--- src/design/md5_stream_hasher_top_assert.svh ---
// Assertion macros for the MD5 stream hasher
`ifndef MD5_STREAM_HASHER_TOP_ASSERT_SVH
`define MD5_STREAM_HASHER_TOP_ASSERT_SVH
// Implication check, disabled during reset
`define MD5_ASSERT_IMP(lbl, ante, cons) \
  lbl: assert property (@(posedge clk) disable iff (!rst_n) (ante) |-> (cons)) \
    else $error("assertion failed");
// Next-cycle implication check, disabled during reset
`define MD5_ASSERT_NXT(lbl, ante, cons) \
  lbl: assert property (@(posedge clk) disable iff (!rst_n) (ante) |=> (cons)) \
    else $error("assertion failed");
`endif

--- src/design/md5_pkg.sv ---
// ----------------------------------------------------------------------------
// md5_pkg
// Types, constants and round tables shared by the MD5 stream hasher.
// ----------------------------------------------------------------------------
package md5_pkg;
  localparam logic [31:0] INIT_A = 32'h67452301;
  localparam logic [31:0] INIT_B = 32'hEFCDAB89;
  localparam logic [31:0] INIT_C = 32'h98BADCFE;
  localparam logic [31:0] INIT_D = 32'h10325476;
  localparam logic [7:0]  PAD_MARK = 8'h80;

  typedef struct packed {
    logic [7:0] msg_byte;
    logic       no_byte;
    logic       last_item;
  } in_item_t;

  typedef struct packed {
    logic [63:0] digest_high;
    logic [63:0] digest_low;
  } out_item_t;

  function automatic logic [31:0] round_k(input logic [5:0] r);
    logic [31:0] k;
    begin
      unique case (r)
        6'd0: k = 32'hd76aa478; 6'd1: k = 32'he8c7b756; 6'd2: k = 32'h242070db;
        6'd3: k = 32'hc1bdceee; 6'd4: k = 32'hf57c0faf; 6'd5: k = 32'h4787c62a;
        6'd6: k = 32'ha8304613; 6'd7: k = 32'hfd469501; 6'd8: k = 32'h698098d8;
        6'd9: k = 32'h8b44f7af; 6'd10: k = 32'hffff5bb1; 6'd11: k = 32'h895cd7be;
        6'd12: k = 32'h6b901122; 6'd13: k = 32'hfd987193; 6'd14: k = 32'ha679438e;
        6'd15: k = 32'h49b40821; 6'd16: k = 32'hf61e2562; 6'd17: k = 32'hc040b340;
        6'd18: k = 32'h265e5a51; 6'd19: k = 32'he9b6c7aa; 6'd20: k = 32'hd62f105d;
        6'd21: k = 32'h02441453; 6'd22: k = 32'hd8a1e681; 6'd23: k = 32'he7d3fbc8;
        6'd24: k = 32'h21e1cde6; 6'd25: k = 32'hc33707d6; 6'd26: k = 32'hf4d50d87;
        6'd27: k = 32'h455a14ed; 6'd28: k = 32'ha9e3e905; 6'd29: k = 32'hfcefa3f8;
        6'd30: k = 32'h676f02d9; 6'd31: k = 32'h8d2a4c8a; 6'd32: k = 32'hfffa3942;
        6'd33: k = 32'h8771f681; 6'd34: k = 32'h6d9d6122; 6'd35: k = 32'hfde5380c;
        6'd36: k = 32'ha4beea44; 6'd37: k = 32'h4bdecfa9; 6'd38: k = 32'hf6bb4b60;
        6'd39: k = 32'hbebfbc70; 6'd40: k = 32'h289b7ec6; 6'd41: k = 32'heaa127fa;
        6'd42: k = 32'hd4ef3085; 6'd43: k = 32'h04881d05; 6'd44: k = 32'hd9d4d039;
        6'd45: k = 32'he6db99e5; 6'd46: k = 32'h1fa27cf8; 6'd47: k = 32'hc4ac5665;
        6'd48: k = 32'hf4292244; 6'd49: k = 32'h432aff97; 6'd50: k = 32'hab9423a7;
        6'd51: k = 32'hfc93a039; 6'd52: k = 32'h655b59c3; 6'd53: k = 32'h8f0ccc92;
        6'd54: k = 32'hffeff47d; 6'd55: k = 32'h85845dd1; 6'd56: k = 32'h6fa87e4f;
        6'd57: k = 32'hfe2ce6e0; 6'd58: k = 32'ha3014314; 6'd59: k = 32'h4e0811a1;
        6'd60: k = 32'hf7537e82; 6'd61: k = 32'hbd3af235; 6'd62: k = 32'h2ad7d2bb;
        default: k = 32'heb86d391;
      endcase
      return k;
    end
  endfunction

  function automatic logic [4:0] round_s(input logic [5:0] r);
    logic [4:0] s;
    begin
      unique case ({r[5:4], r[1:0]})
        4'h0: s = 5'd7;  4'h1: s = 5'd12; 4'h2: s = 5'd17; 4'h3: s = 5'd22;
        4'h4: s = 5'd5;  4'h5: s = 5'd9;  4'h6: s = 5'd14; 4'h7: s = 5'd20;
        4'h8: s = 5'd4;  4'h9: s = 5'd11; 4'hA: s = 5'd16; 4'hB: s = 5'd23;
        4'hC: s = 5'd6;  4'hD: s = 5'd10; 4'hE: s = 5'd15; default: s = 5'd21;
      endcase
      return s;
    end
  endfunction

  function automatic logic [3:0] round_w(input logic [5:0] r);
    logic [3:0] w;
    begin
      unique case (r[5:4])
        2'd0: w = r[3:0];
        2'd1: w = 4'(5 * r[3:0] + 1);
        2'd2: w = 4'(3 * r[3:0] + 5);
        default: w = 4'(7 * r[3:0]);
      endcase
      return w;
    end
  endfunction

  function automatic logic [63:0] pack_le(input logic [31:0] w0, input logic [31:0] w1);
    return {w0[7:0], w0[15:8], w0[23:16], w0[31:24],
            w1[7:0], w1[15:8], w1[23:16], w1[31:24]};
  endfunction
endpackage

--- src/design/md5_if.sv ---
// ----------------------------------------------------------------------------
// md5_if
// Valid/ready channel carrying one payload of a given type.
// ----------------------------------------------------------------------------
interface md5_if #(parameter type T = logic);
  logic valid;
  logic ready;
  T     data;
  modport source (output valid, output data, input ready);
  modport sink (input valid, input data, output ready);
endinterface

--- src/design/md5_fifo.sv ---
// ----------------------------------------------------------------------------
// md5_fifo
// Two-entry queue between the byte front end and the compression back end.
// ----------------------------------------------------------------------------
module md5_fifo
  import md5_pkg::*;
(
  input  logic     clk,
  input  logic     rst_n,
  input  logic     wr_valid,
  output logic     wr_ready,
  input  in_item_t wr_data,
  output logic     rd_valid,
  input  logic     rd_ready,
  output in_item_t rd_data
);
  in_item_t   mem_r [2];
  logic       wp_r, rp_r;
  logic [1:0] cnt_r;

  assign wr_ready = (cnt_r != 2'd2);
  assign rd_valid = (cnt_r != 2'd0);
  assign rd_data  = mem_r[rp_r];

  always_ff @(posedge clk) begin
    if (!rst_n) begin
      wp_r <= 1'b0; rp_r <= 1'b0; cnt_r <= 2'd0;
    end else begin
      if (wr_valid && wr_ready) wp_r <= ~wp_r;
      if (rd_valid && rd_ready) rp_r <= ~rp_r;
      cnt_r <= cnt_r + 2'(wr_valid && wr_ready) - 2'(rd_valid && rd_ready);
    end
  end

  always_ff @(posedge clk) begin
    if (wr_valid && wr_ready) mem_r[wp_r] <= wr_data;
  end
endmodule

--- src/design/md5_core.sv ---
// ----------------------------------------------------------------------------
// md5_core
// Packs bytes into the block buffer, pads, runs one MD5 round per cycle
// and delivers the digest through an output register.
// ----------------------------------------------------------------------------
`include "md5_stream_hasher_top_assert.svh"
module md5_core
  import md5_pkg::*;
(
  input  logic      clk,
  input  logic      rst_n,
  input  logic      q_valid,
  output logic      q_ready,
  input  in_item_t  q_data,
  output logic      out_valid,
  input  logic      out_ready,
  output out_item_t out_data
);
  typedef enum logic [4:0] {
    S_IDLE  = 5'b00001,
    S_ROUND = 5'b00010,
    S_PAD   = 5'b00100,
    S_LEN   = 5'b01000,
    S_EMIT  = 5'b10000
  } state_t;

  state_t      st_r;
  logic [31:0] blk_r [16];
  logic [31:0] h_r [4];
  logic [31:0] a_r, b_r, c_r, d_r;
  logic [5:0]  rnd_r, fill_r;
  logic [63:0] bits_r;
  logic        fin_r;   // message ending: padding pending
  logic        two_r;   // length goes into a second block
  logic        lenblk_r;
  out_item_t   out_r;
  logic        ov_r;

  logic        take;
  logic [31:0] f, sum, rot;
  logic [3:0]  wi;
  logic [1:0]  lane;
  logic [5:0]  fill_nxt;

  assign q_ready   = (st_r == S_IDLE) && !fin_r;
  assign take      = q_valid && q_ready;
  assign out_valid = ov_r;
  assign out_data  = out_r;
  assign wi        = round_w(rnd_r);
  assign lane      = fill_r[1:0];
  assign fill_nxt  = fill_r + 6'd1;

  always_comb begin
    unique case (rnd_r[5:4])
      2'd0: f = (b_r & c_r) | (~b_r & d_r);
      2'd1: f = (b_r & d_r) | (c_r & ~d_r);
      2'd2: f = b_r ^ c_r ^ d_r;
      default: f = c_r ^ (b_r | ~d_r);
    endcase
    sum = a_r + f + round_k(rnd_r) + blk_r[wi];
    rot = (sum << round_s(rnd_r)) | (sum >> (6'd32 - {1'b0, round_s(rnd_r)}));
  end

  always_ff @(posedge clk) begin
    if (!rst_n) begin
      st_r <= S_IDLE; fill_r <= '0; bits_r <= '0; fin_r <= 1'b0; two_r <= 1'b0;
      ov_r <= 1'b0; rnd_r <= '0;
      h_r[0] <= INIT_A; h_r[1] <= INIT_B; h_r[2] <= INIT_C; h_r[3] <= INIT_D;
    end else begin
      if (ov_r && out_ready) ov_r <= 1'b0;
      unique case (st_r)
        S_IDLE: begin
          if (fin_r) begin
            st_r <= S_PAD;
          end else if (take) begin
            if (!q_data.no_byte) begin
              if (lane == 2'd0) blk_r[fill_r[5:2]] <= {24'h0, q_data.msg_byte};
              else blk_r[fill_r[5:2]][lane*8 +: 8] <= q_data.msg_byte;
              bits_r <= bits_r + 64'd8;
              fill_r <= fill_nxt;
            end
            fin_r <= q_data.last_item;
            if (!q_data.no_byte && fill_r == 6'd63) begin
              st_r <= S_ROUND; rnd_r <= '0;
              a_r <= h_r[0]; b_r <= h_r[1]; c_r <= h_r[2]; d_r <= h_r[3];
            end
          end
        end
        S_PAD: begin
          // mark and zero fill; extra block when mark lands at 56 or later
          for (int i = 0; i < 16; i++) begin
            for (int j = 0; j < 4; j++) begin
              if (6'(i*4+j) == fill_r) blk_r[i][j*8 +: 8] <= PAD_MARK;
              else if (6'(i*4+j) > fill_r) blk_r[i][j*8 +: 8] <= 8'h0;
            end
          end
          two_r <= (fill_r >= 6'd56);
          if (fill_r >= 6'd56) begin
            st_r <= S_ROUND; rnd_r <= '0;
            a_r <= h_r[0]; b_r <= h_r[1]; c_r <= h_r[2]; d_r <= h_r[3];
          end else begin
            st_r <= S_LEN;
          end
        end
        S_LEN: begin
          if (two_r) begin
            for (int i = 0; i < 14; i++) blk_r[i] <= 32'h0;
          end
          blk_r[14] <= bits_r[31:0];
          blk_r[15] <= bits_r[63:32];
          two_r <= 1'b0; fin_r <= 1'b0;
          st_r <= S_ROUND; rnd_r <= '0;
          a_r <= h_r[0]; b_r <= h_r[1]; c_r <= h_r[2]; d_r <= h_r[3];
        end
        S_ROUND: begin
          a_r <= d_r; d_r <= c_r; c_r <= b_r; b_r <= b_r + rot;
          rnd_r <= rnd_r + 6'd1;
          if (rnd_r == 6'd63) begin
            h_r[0] <= h_r[0] + d_r; h_r[1] <= h_r[1] + b_r + rot;
            h_r[2] <= h_r[2] + b_r; h_r[3] <= h_r[3] + c_r;
            if (lenblk_r) st_r <= S_EMIT;
            else if (two_r) st_r <= S_LEN;
            else if (fin_r) st_r <= S_PAD;
            else st_r <= S_IDLE;
          end
        end
        S_EMIT: begin
          if (!ov_r) begin
            ov_r <= 1'b1;
            out_r.digest_high <= pack_le(h_r[0], h_r[1]);
            out_r.digest_low  <= pack_le(h_r[2], h_r[3]);
            h_r[0] <= INIT_A; h_r[1] <= INIT_B; h_r[2] <= INIT_C; h_r[3] <= INIT_D;
            fill_r <= '0; bits_r <= '0;
            st_r <= S_IDLE;
          end
        end
        default: st_r <= S_IDLE;
      endcase
    end
  end

  always_ff @(posedge clk) begin
    if (!rst_n) lenblk_r <= 1'b0;
    else if (st_r == S_LEN) lenblk_r <= 1'b1;
    else if (st_r == S_EMIT) lenblk_r <= 1'b0;
  end

  `MD5_ASSERT_IMP(a_no_take_busy, st_r != S_IDLE, !q_ready)
  `MD5_ASSERT_NXT(a_emit_valid, st_r == S_EMIT && !ov_r, ov_r)
  `MD5_ASSERT_IMP(a_round_first, st_r == S_LEN, !lenblk_r)
endmodule

--- src/design/md5_stream_hasher_top.sv ---
// ----------------------------------------------------------------------------
// md5_stream_hasher_top
// MD5 digest over a byte stream, one byte per input transfer.
// ----------------------------------------------------------------------------
// Input channel in_*: msg_byte, no_byte, last_item. A transfer with
// last_item set closes the message; no_byte with last_item ends it without
// a further byte (empty message if nothing came before).
// Output channel out_*: digest_high (bytes 0..7) and digest_low (bytes
// 8..15), one transfer per message.
// Bytes enter a two-entry queue and are packed one per cycle while the core
// is idle and not closing a message. Every 64th byte starts the compression,
// one round per cycle, during which the queue keeps taking up to two bytes.
// Closing a message runs the padding and length steps plus one or two
// blocks, then loads the output register once the previous digest is taken.
// Reset (synchronous, rst_n low) restores the initial chaining words and
// clears the length and fill counters. If the receiver stalls, the digest
// is held in the output register and the next message is absorbed until
// its own digest is due.
module md5_stream_hasher_top
  import md5_pkg::*;
(
  input  logic clk,
  input  logic rst_n,
  md5_if.sink   in_ch,
  md5_if.source out_ch
);
  logic     q_valid, q_ready;
  in_item_t q_data;

  md5_fifo u_fifo (
    .clk, .rst_n,
    .wr_valid(in_ch.valid), .wr_ready(in_ch.ready), .wr_data(in_ch.data),
    .rd_valid(q_valid), .rd_ready(q_ready), .rd_data(q_data)
  );

  md5_core u_core (
    .clk, .rst_n,
    .q_valid, .q_ready, .q_data,
    .out_valid(out_ch.valid), .out_ready(out_ch.ready), .out_data(out_ch.data)
  );
endmodule
--- src/flat_wrapper.sv ---
// flat-port wrapper written by rule: the top's interface ports become plain ports
module md5_stream_hasher_top_flat import md5_pkg::*;
  (clk, rst_n, in_ch_valid, in_ch_data, in_ch_ready, out_ch_valid, out_ch_data, out_ch_ready);
  md5_if in_ch_i ();
  md5_if out_ch_i ();
  input  logic clk;
  input  logic rst_n;
  input wire logic [$bits(in_ch_i.valid)-1:0] in_ch_valid;
  input wire logic [$bits(in_ch_i.data)-1:0] in_ch_data;
  output wire logic [$bits(in_ch_i.ready)-1:0] in_ch_ready;
  output wire logic [$bits(out_ch_i.valid)-1:0] out_ch_valid;
  output wire logic [$bits(out_ch_i.data)-1:0] out_ch_data;
  input wire logic [$bits(out_ch_i.ready)-1:0] out_ch_ready;
  assign in_ch_i.valid = in_ch_valid;
  assign in_ch_i.data = in_ch_data;
  assign in_ch_ready = in_ch_i.ready;
  assign out_ch_valid = out_ch_i.valid;
  assign out_ch_data = out_ch_i.data;
  assign out_ch_i.ready = out_ch_ready;
  md5_stream_hasher_top u_core (.clk(clk), .rst_n(rst_n), .in_ch(in_ch_i), .out_ch(out_ch_i));
endmodule
--- config.mk ---
export PLATFORM = sky130hd
export DESIGN_NAME = md5_stream_hasher_top_flat
export DESIGN_NICKNAME = d
export VERILOG_FILES = /design/src/design/md5_pkg.sv /design/src/design/md5_if.sv /design/src/design/md5_fifo.sv /design/src/design/md5_core.sv /design/src/design/md5_stream_hasher_top.sv /design/src/flat_wrapper.sv
export VERILOG_INCLUDE_DIRS = /design/src /design/src/design
export SDC_FILE = /design/constraint.sdc
export NUM_CORES = 2
export LEC_CHECK = 0
export BUFFER_PORTS_ARGS = -buffer_cell sky130_fd_sc_hd__buf_2
export CORE_UTILIZATION = 35
export CTS_CLUSTER_DIAMETER = 100
export DETAILED_ROUTE_END_ITERATION = 10
export PLACE_DENSITY_LB_ADDON = 0.05
export SLEW_MARGIN = 5
export SYNTH_ARGS = -nofsm -noshare
export SYNTH_HDL_FRONTEND = slang
export SYNTH_SLANG_ARGS = --single-unit
export TNS_END_PERCENT = 50
--- constraint.sdc ---
create_clock -name clk -period 9.52 [get_ports clk]
set_input_delay 0.952 -clock clk [delete_from_list [all_inputs] [get_ports clk]]
set_output_delay 0.952 -clock clk [all_outputs]
set_load 0.05 [all_outputs]
==> metrics.log <==
[metrics] run status: completed
[metrics] Chip Width: 343 um
[metrics] routed length on met2: 73600 um
[metrics] met3 routed WL: 9450 um
[metrics] unrepaired setup endpoints after global routing: yes
[metrics] Iteration-0 DRC Markers: 3826
[metrics] multi-input gate area in the final layout: 26900 um2
[metrics] clock latency reported for the late side of the worst-skew pair: 640 ps
[metrics] number of inserted filler cells in the final layout: 11700
[metrics] ratio of final minimum period to clock period: 99.1%
[metrics] slew of the pin with the lowest slew margin: 1150 ps
[metrics] peak fanout along the critical path: 8
[metrics] number of buffers inserted during clock tree synthesis: 69
[metrics] cell type with the highest aggregate area in the netlist: sky130_fd_sc_hd__edfxtp_1
[metrics] first-pass iteration count of the detailed router: 6
[metrics] Via-to-Cell Ratio: 5.67
[metrics] Die ar.: 118000 um2
[metrics] Yosys Warn Count: 0
[metrics] Peak supply drop: 0.000271 V
[metrics] Detailed Route WL: 165000 um
[metrics] Final Hold Viols: 0
[metrics] setup slack of the critical path after layout: 81.5 ps
[metrics] half-perimeter wire length after placement: 124000 um
[metrics] routed via count: 39200
[metrics] Seq. cell area: 12600 um2
[metrics] syn_nets: 5311
[metrics] effective utilization at floorplan: 35.5%
[metrics] fraction of final layout cells with drive strength greater than 1: 16.8%
[metrics] most instantiated library cell after synthesis: sky130_fd_sc_hd__nand2_1
[metrics] arithmetic-cell share of the synthesized area counting full adders, half adders and majority gates: 11.7%
[metrics] Clock Root Buffer: sky130_fd_sc_hd__clkbuf_16
[metrics] uppermost routed layer: met4
[metrics] leakage power total: 0.0201 uW
[metrics] vias in the first global route: 37400
[metrics] pin count of the biggest net entering global routing: 193
[metrics] number of buffer and inverter stages on the critical path: 9
[metrics] average wire per standard cell: 23.9 um
[metrics] delay contributed by the slowest stage of the critical path: 550 ps
[metrics] largest cells by area after synthesis: sky130_fd_sc_hd__edfxtp_1 19%, sky130_fd_sc_hd__dfxtp_1 12%, sky130_fd_sc_hd__nand2_1 7.2%
[metrics] y dimension of the die: 343 um
[metrics] register area share after synthesis: 30.8%
[metrics] net count of the finished layout: 5675
[metrics] top cell family by delay on the critical path: compound AO/OA/AOI/OAI gates
[metrics] final hold slack: 461 ps
[metrics] count of final max-slew check failures: 0
[metrics] synthesis-to-layout area growth: 20.5%
[metrics] number of distinct library cells after synthesis: 98
[metrics] I/O pin total: 8
[metrics] Synth Area in XOR/XNOR: 6.01%
[metrics] WL met1: 76700 um
[metrics] DRC violations left: 0
[metrics] Yosys top cell area share: 18.7%
[metrics] critical path arrival: 9770 ps
[metrics] number of antenna violations at the first check in global routing: 0
[metrics] compound-gate portion of the synthesized area: 23.3%
[metrics] fraction of registers with async set or reset after synthesis: 0%
[metrics] area of the core: 115000 um2
[metrics] list of most frequent post-synthesis cells: 785 x sky130_fd_sc_hd__nand2_1, 425 x sky130_fd_sc_hd__nor2_1, 405 x sky130_fd_sc_hd__o21ai_0, 378 x sky130_fd_sc_hd__a21oi_1, 293 x sky130_fd_sc_hd__inv_1
[metrics] antenna diode count: 0
[metrics] Mean Syn Cell Area: 8.18 um2
[metrics] count of mapped cells out of synthesis: 4987
[metrics] element type at the critical path start: flop
[metrics] worst setup slack after placement: -444 ps
[metrics] TritonCTS clock tree: yes
[metrics] synthesized flop and latch total: 501
[metrics] cell area after synthesis: 40800 um2
[metrics] minimum period implied by the final worst setup slack: 9440 ps
[metrics] proportion of synthesized area in mux cells: 4.43%
[metrics] startpoint-to-endpoint class of the critical path: reg2reg
[metrics] CTS max path bufs: 3
[metrics] count of flip-flops with a built-in enable after synthesis: 254
[metrics] number of buffer cells added on primary ports: 7
[metrics] timing-limited maximum frequency: 106 MHz
[metrics] largest clock skew in the final design: 33.4 ps
[metrics] cell seen most often among critical-path stages: sky130_fd_sc_hd__a21o_1
[metrics] Max-Cap Viols: 0
[metrics] Power per Cell Area: 391 nW/um2
[metrics] H-tree depth: 3
[metrics] synthesized-area fraction occupied by and/or/nand/nor cells: 18.5%
[metrics] CTS clk-pin slew, worst paths: 60 ps
[metrics] overall overflow remaining after global route: 0
[metrics] cell with the largest stage delay on the worst path: sky130_fd_sc_hd__fa_1
[metrics] worst min-delay path class: reg2reg
[metrics] # rows: 124
[metrics] most frequently used flop master after synthesis: sky130_fd_sc_hd__edfxtp_1
[metrics] Setup-failing EPs final: 0
[metrics] Tot GR Track Use: 27.6%
[metrics] worst rel slew slack: 22.8%
[metrics] Crit path required time: 9850 ps
[metrics] last weighted congestion value of the routability-driven placer: 0.954
[metrics] remaining antenna violation count: 0
[metrics] Clock Sink Count: 501
[metrics] wire length of the first global-routing pass: 245000 um
[metrics] largest family of logic cells by synthesized area: compound AO/OA/AOI/OAI gates
[metrics] critical path endpoint category: flop
logic make-up (layout without fill, tap and decap cells):
| logic type | after synthesis | after routing |
|---|---|---|
| AND/OR/NAND/NOR | 1710 | 1710 |
| AO/OA/AOI/OAI | 1489 | 1489 |
| buffers and inverters | 566 | 984 |
| flip-flops | 501 | 501 |
| adder cells (fa/ha/maj) | 320 | 320 |
| XOR/XNOR | 270 | 270 |
| multiplexers | 131 | 131 |
path summary, 6_finish.rpt:
check	endpoint	cells past startpoint	slack, ps	from
worst min-delay path	u_core.u_core.blk_r[14][20]$_SDFFE_PP0P_	2	460	u_core.u_core.blk_r[14][20]$_SDFFE_PP0P_
worst min register to register	u_core.u_core.blk_r[14][20]$_SDFFE_PP0P_	2	460	u_core.u_core.blk_r[14][20]$_SDFFE_PP0P_
worst max register to register	u_core.u_core.h_r[1][28]$_SDFFCE_PP0P_	42	80	u_core.u_core.rnd_r[0]$_SDFFE_PN0P_
worst max-delay path	u_core.u_core.h_r[1][28]$_SDFFCE_PP0P_	42	80	u_core.u_core.rnd_r[0]$_SDFFE_PN0P_
power by group:
part	total, uW	switching [uW]	internal, uW
clock network	2550	1070	1480
logic	14100	7620	6520
registers	2540	123	2420
total	19200	8820	10400
worst min-delay path, cell delays in order (launching register included):
cell                      delay [ps]
sky130_fd_sc_hd__dfxtp_1         330
sky130_fd_sc_hd__nand2_1          50
sky130_fd_sc_hd__o21ai_0          50
layout make-up:
class	count	area share, %
Tap cell	1512	3.85
Clock inverter	24	0.395
Timing Repair Buffer	558	9.03
Clock buffer	101	4.03
Sequential cell	501	25.6
Inverter	301	2.30
Multi-Input combinational cell	3920	54.8
repair_timing:
action,in CTS,in global routing
setup buffers,2,18
gates cloned,0,1
hold buffers,0,0
gates resized for setup,51,124
pin swaps,11,40
endpoints found under the setup margin,21,28
cells in the final DEF, fill, tap and decap left out, types with 21 or more instances in the layout:
master and count:
sky130_fd_sc_hd__inv_1 290, sky130_fd_sc_hd__or3_1 24, sky130_fd_sc_hd__or2_2 30, sky130_fd_sc_hd__fa_1 100
sky130_fd_sc_hd__o21bai_1 21, sky130_fd_sc_hd__nand2b_1 38, sky130_fd_sc_hd__a21oi_1 353, sky130_fd_sc_hd__o211ai_1 63
sky130_fd_sc_hd__mux2i_1 71, sky130_fd_sc_hd__xor2_1 124, sky130_fd_sc_hd__a31oi_1 60, sky130_fd_sc_hd__o22ai_1 24
sky130_fd_sc_hd__nor2_1 420, sky130_fd_sc_hd__nand4_1 35, sky130_fd_sc_hd__o21ai_0 384, sky130_fd_sc_hd__mux4_2 38
sky130_fd_sc_hd__o221ai_1 25, sky130_fd_sc_hd__clkbuf_16 72, sky130_fd_sc_hd__o21a_1 29, sky130_fd_sc_hd__xnor2_1 132
sky130_fd_sc_hd__buf_4 526, sky130_fd_sc_hd__nor2b_1 34, sky130_fd_sc_hd__clkbuf_1 21, sky130_fd_sc_hd__nor3_1 70
sky130_fd_sc_hd__a21o_1 128, sky130_fd_sc_hd__and3_1 54, sky130_fd_sc_hd__nand2_1 777, sky130_fd_sc_hd__dfxtp_1 243
sky130_fd_sc_hd__a22o_1 52, sky130_fd_sc_hd__a211oi_1 63, sky130_fd_sc_hd__edfxtp_1 254, sky130_fd_sc_hd__and2_1 34
sky130_fd_sc_hd__nand3_1 106, sky130_fd_sc_hd__ha_1 204
metal layers:
metal | vias to the layer above | track usage, %
met4 | 0 | 8.08
met1 | 19100 | 39.5
met5 | - | 0
li1 | 18600 | -
met2 | 1249 | 43.6
met3 | 245 | 2.90
state kept, by name (all words and copies together) (netlist names), 2 cells and up, named ones only:
register              count
u_core.u_core.d_r        32
u_core.u_core.a_r        32
u_core.u_core.bits_r     61
u_core.u_core.rnd_r       6
u_core.u_core.c_r        32
u_core.u_core.blk_r     118
u_core.u_fifo.cnt_r       2
u_core.u_core.st_r        5
u_core.u_core.fill_r      6
u_core.u_core.h_r       128
u_core.u_fifo.mem_r       2
u_core.u_core.b_r        32
through the flow:
stage	util [%]	TNS (ps)	cells	cell area [um2]	total power, uW
3_3_place_gp	40.0	-3880	6772	46000	15500
2_1_floorplan	-	-1.83	4987	40800	9840
5_1_grt	42.8	-2150	6917	49200	20500
3_5_place_dp	40.0	-4560	6772	46000	15500
6_report	42.8	0	6917	49200	19200
4_1_cts	42.1	0	6899	48400	18400
No activity file was read; power rests on OpenSTA's default activity.
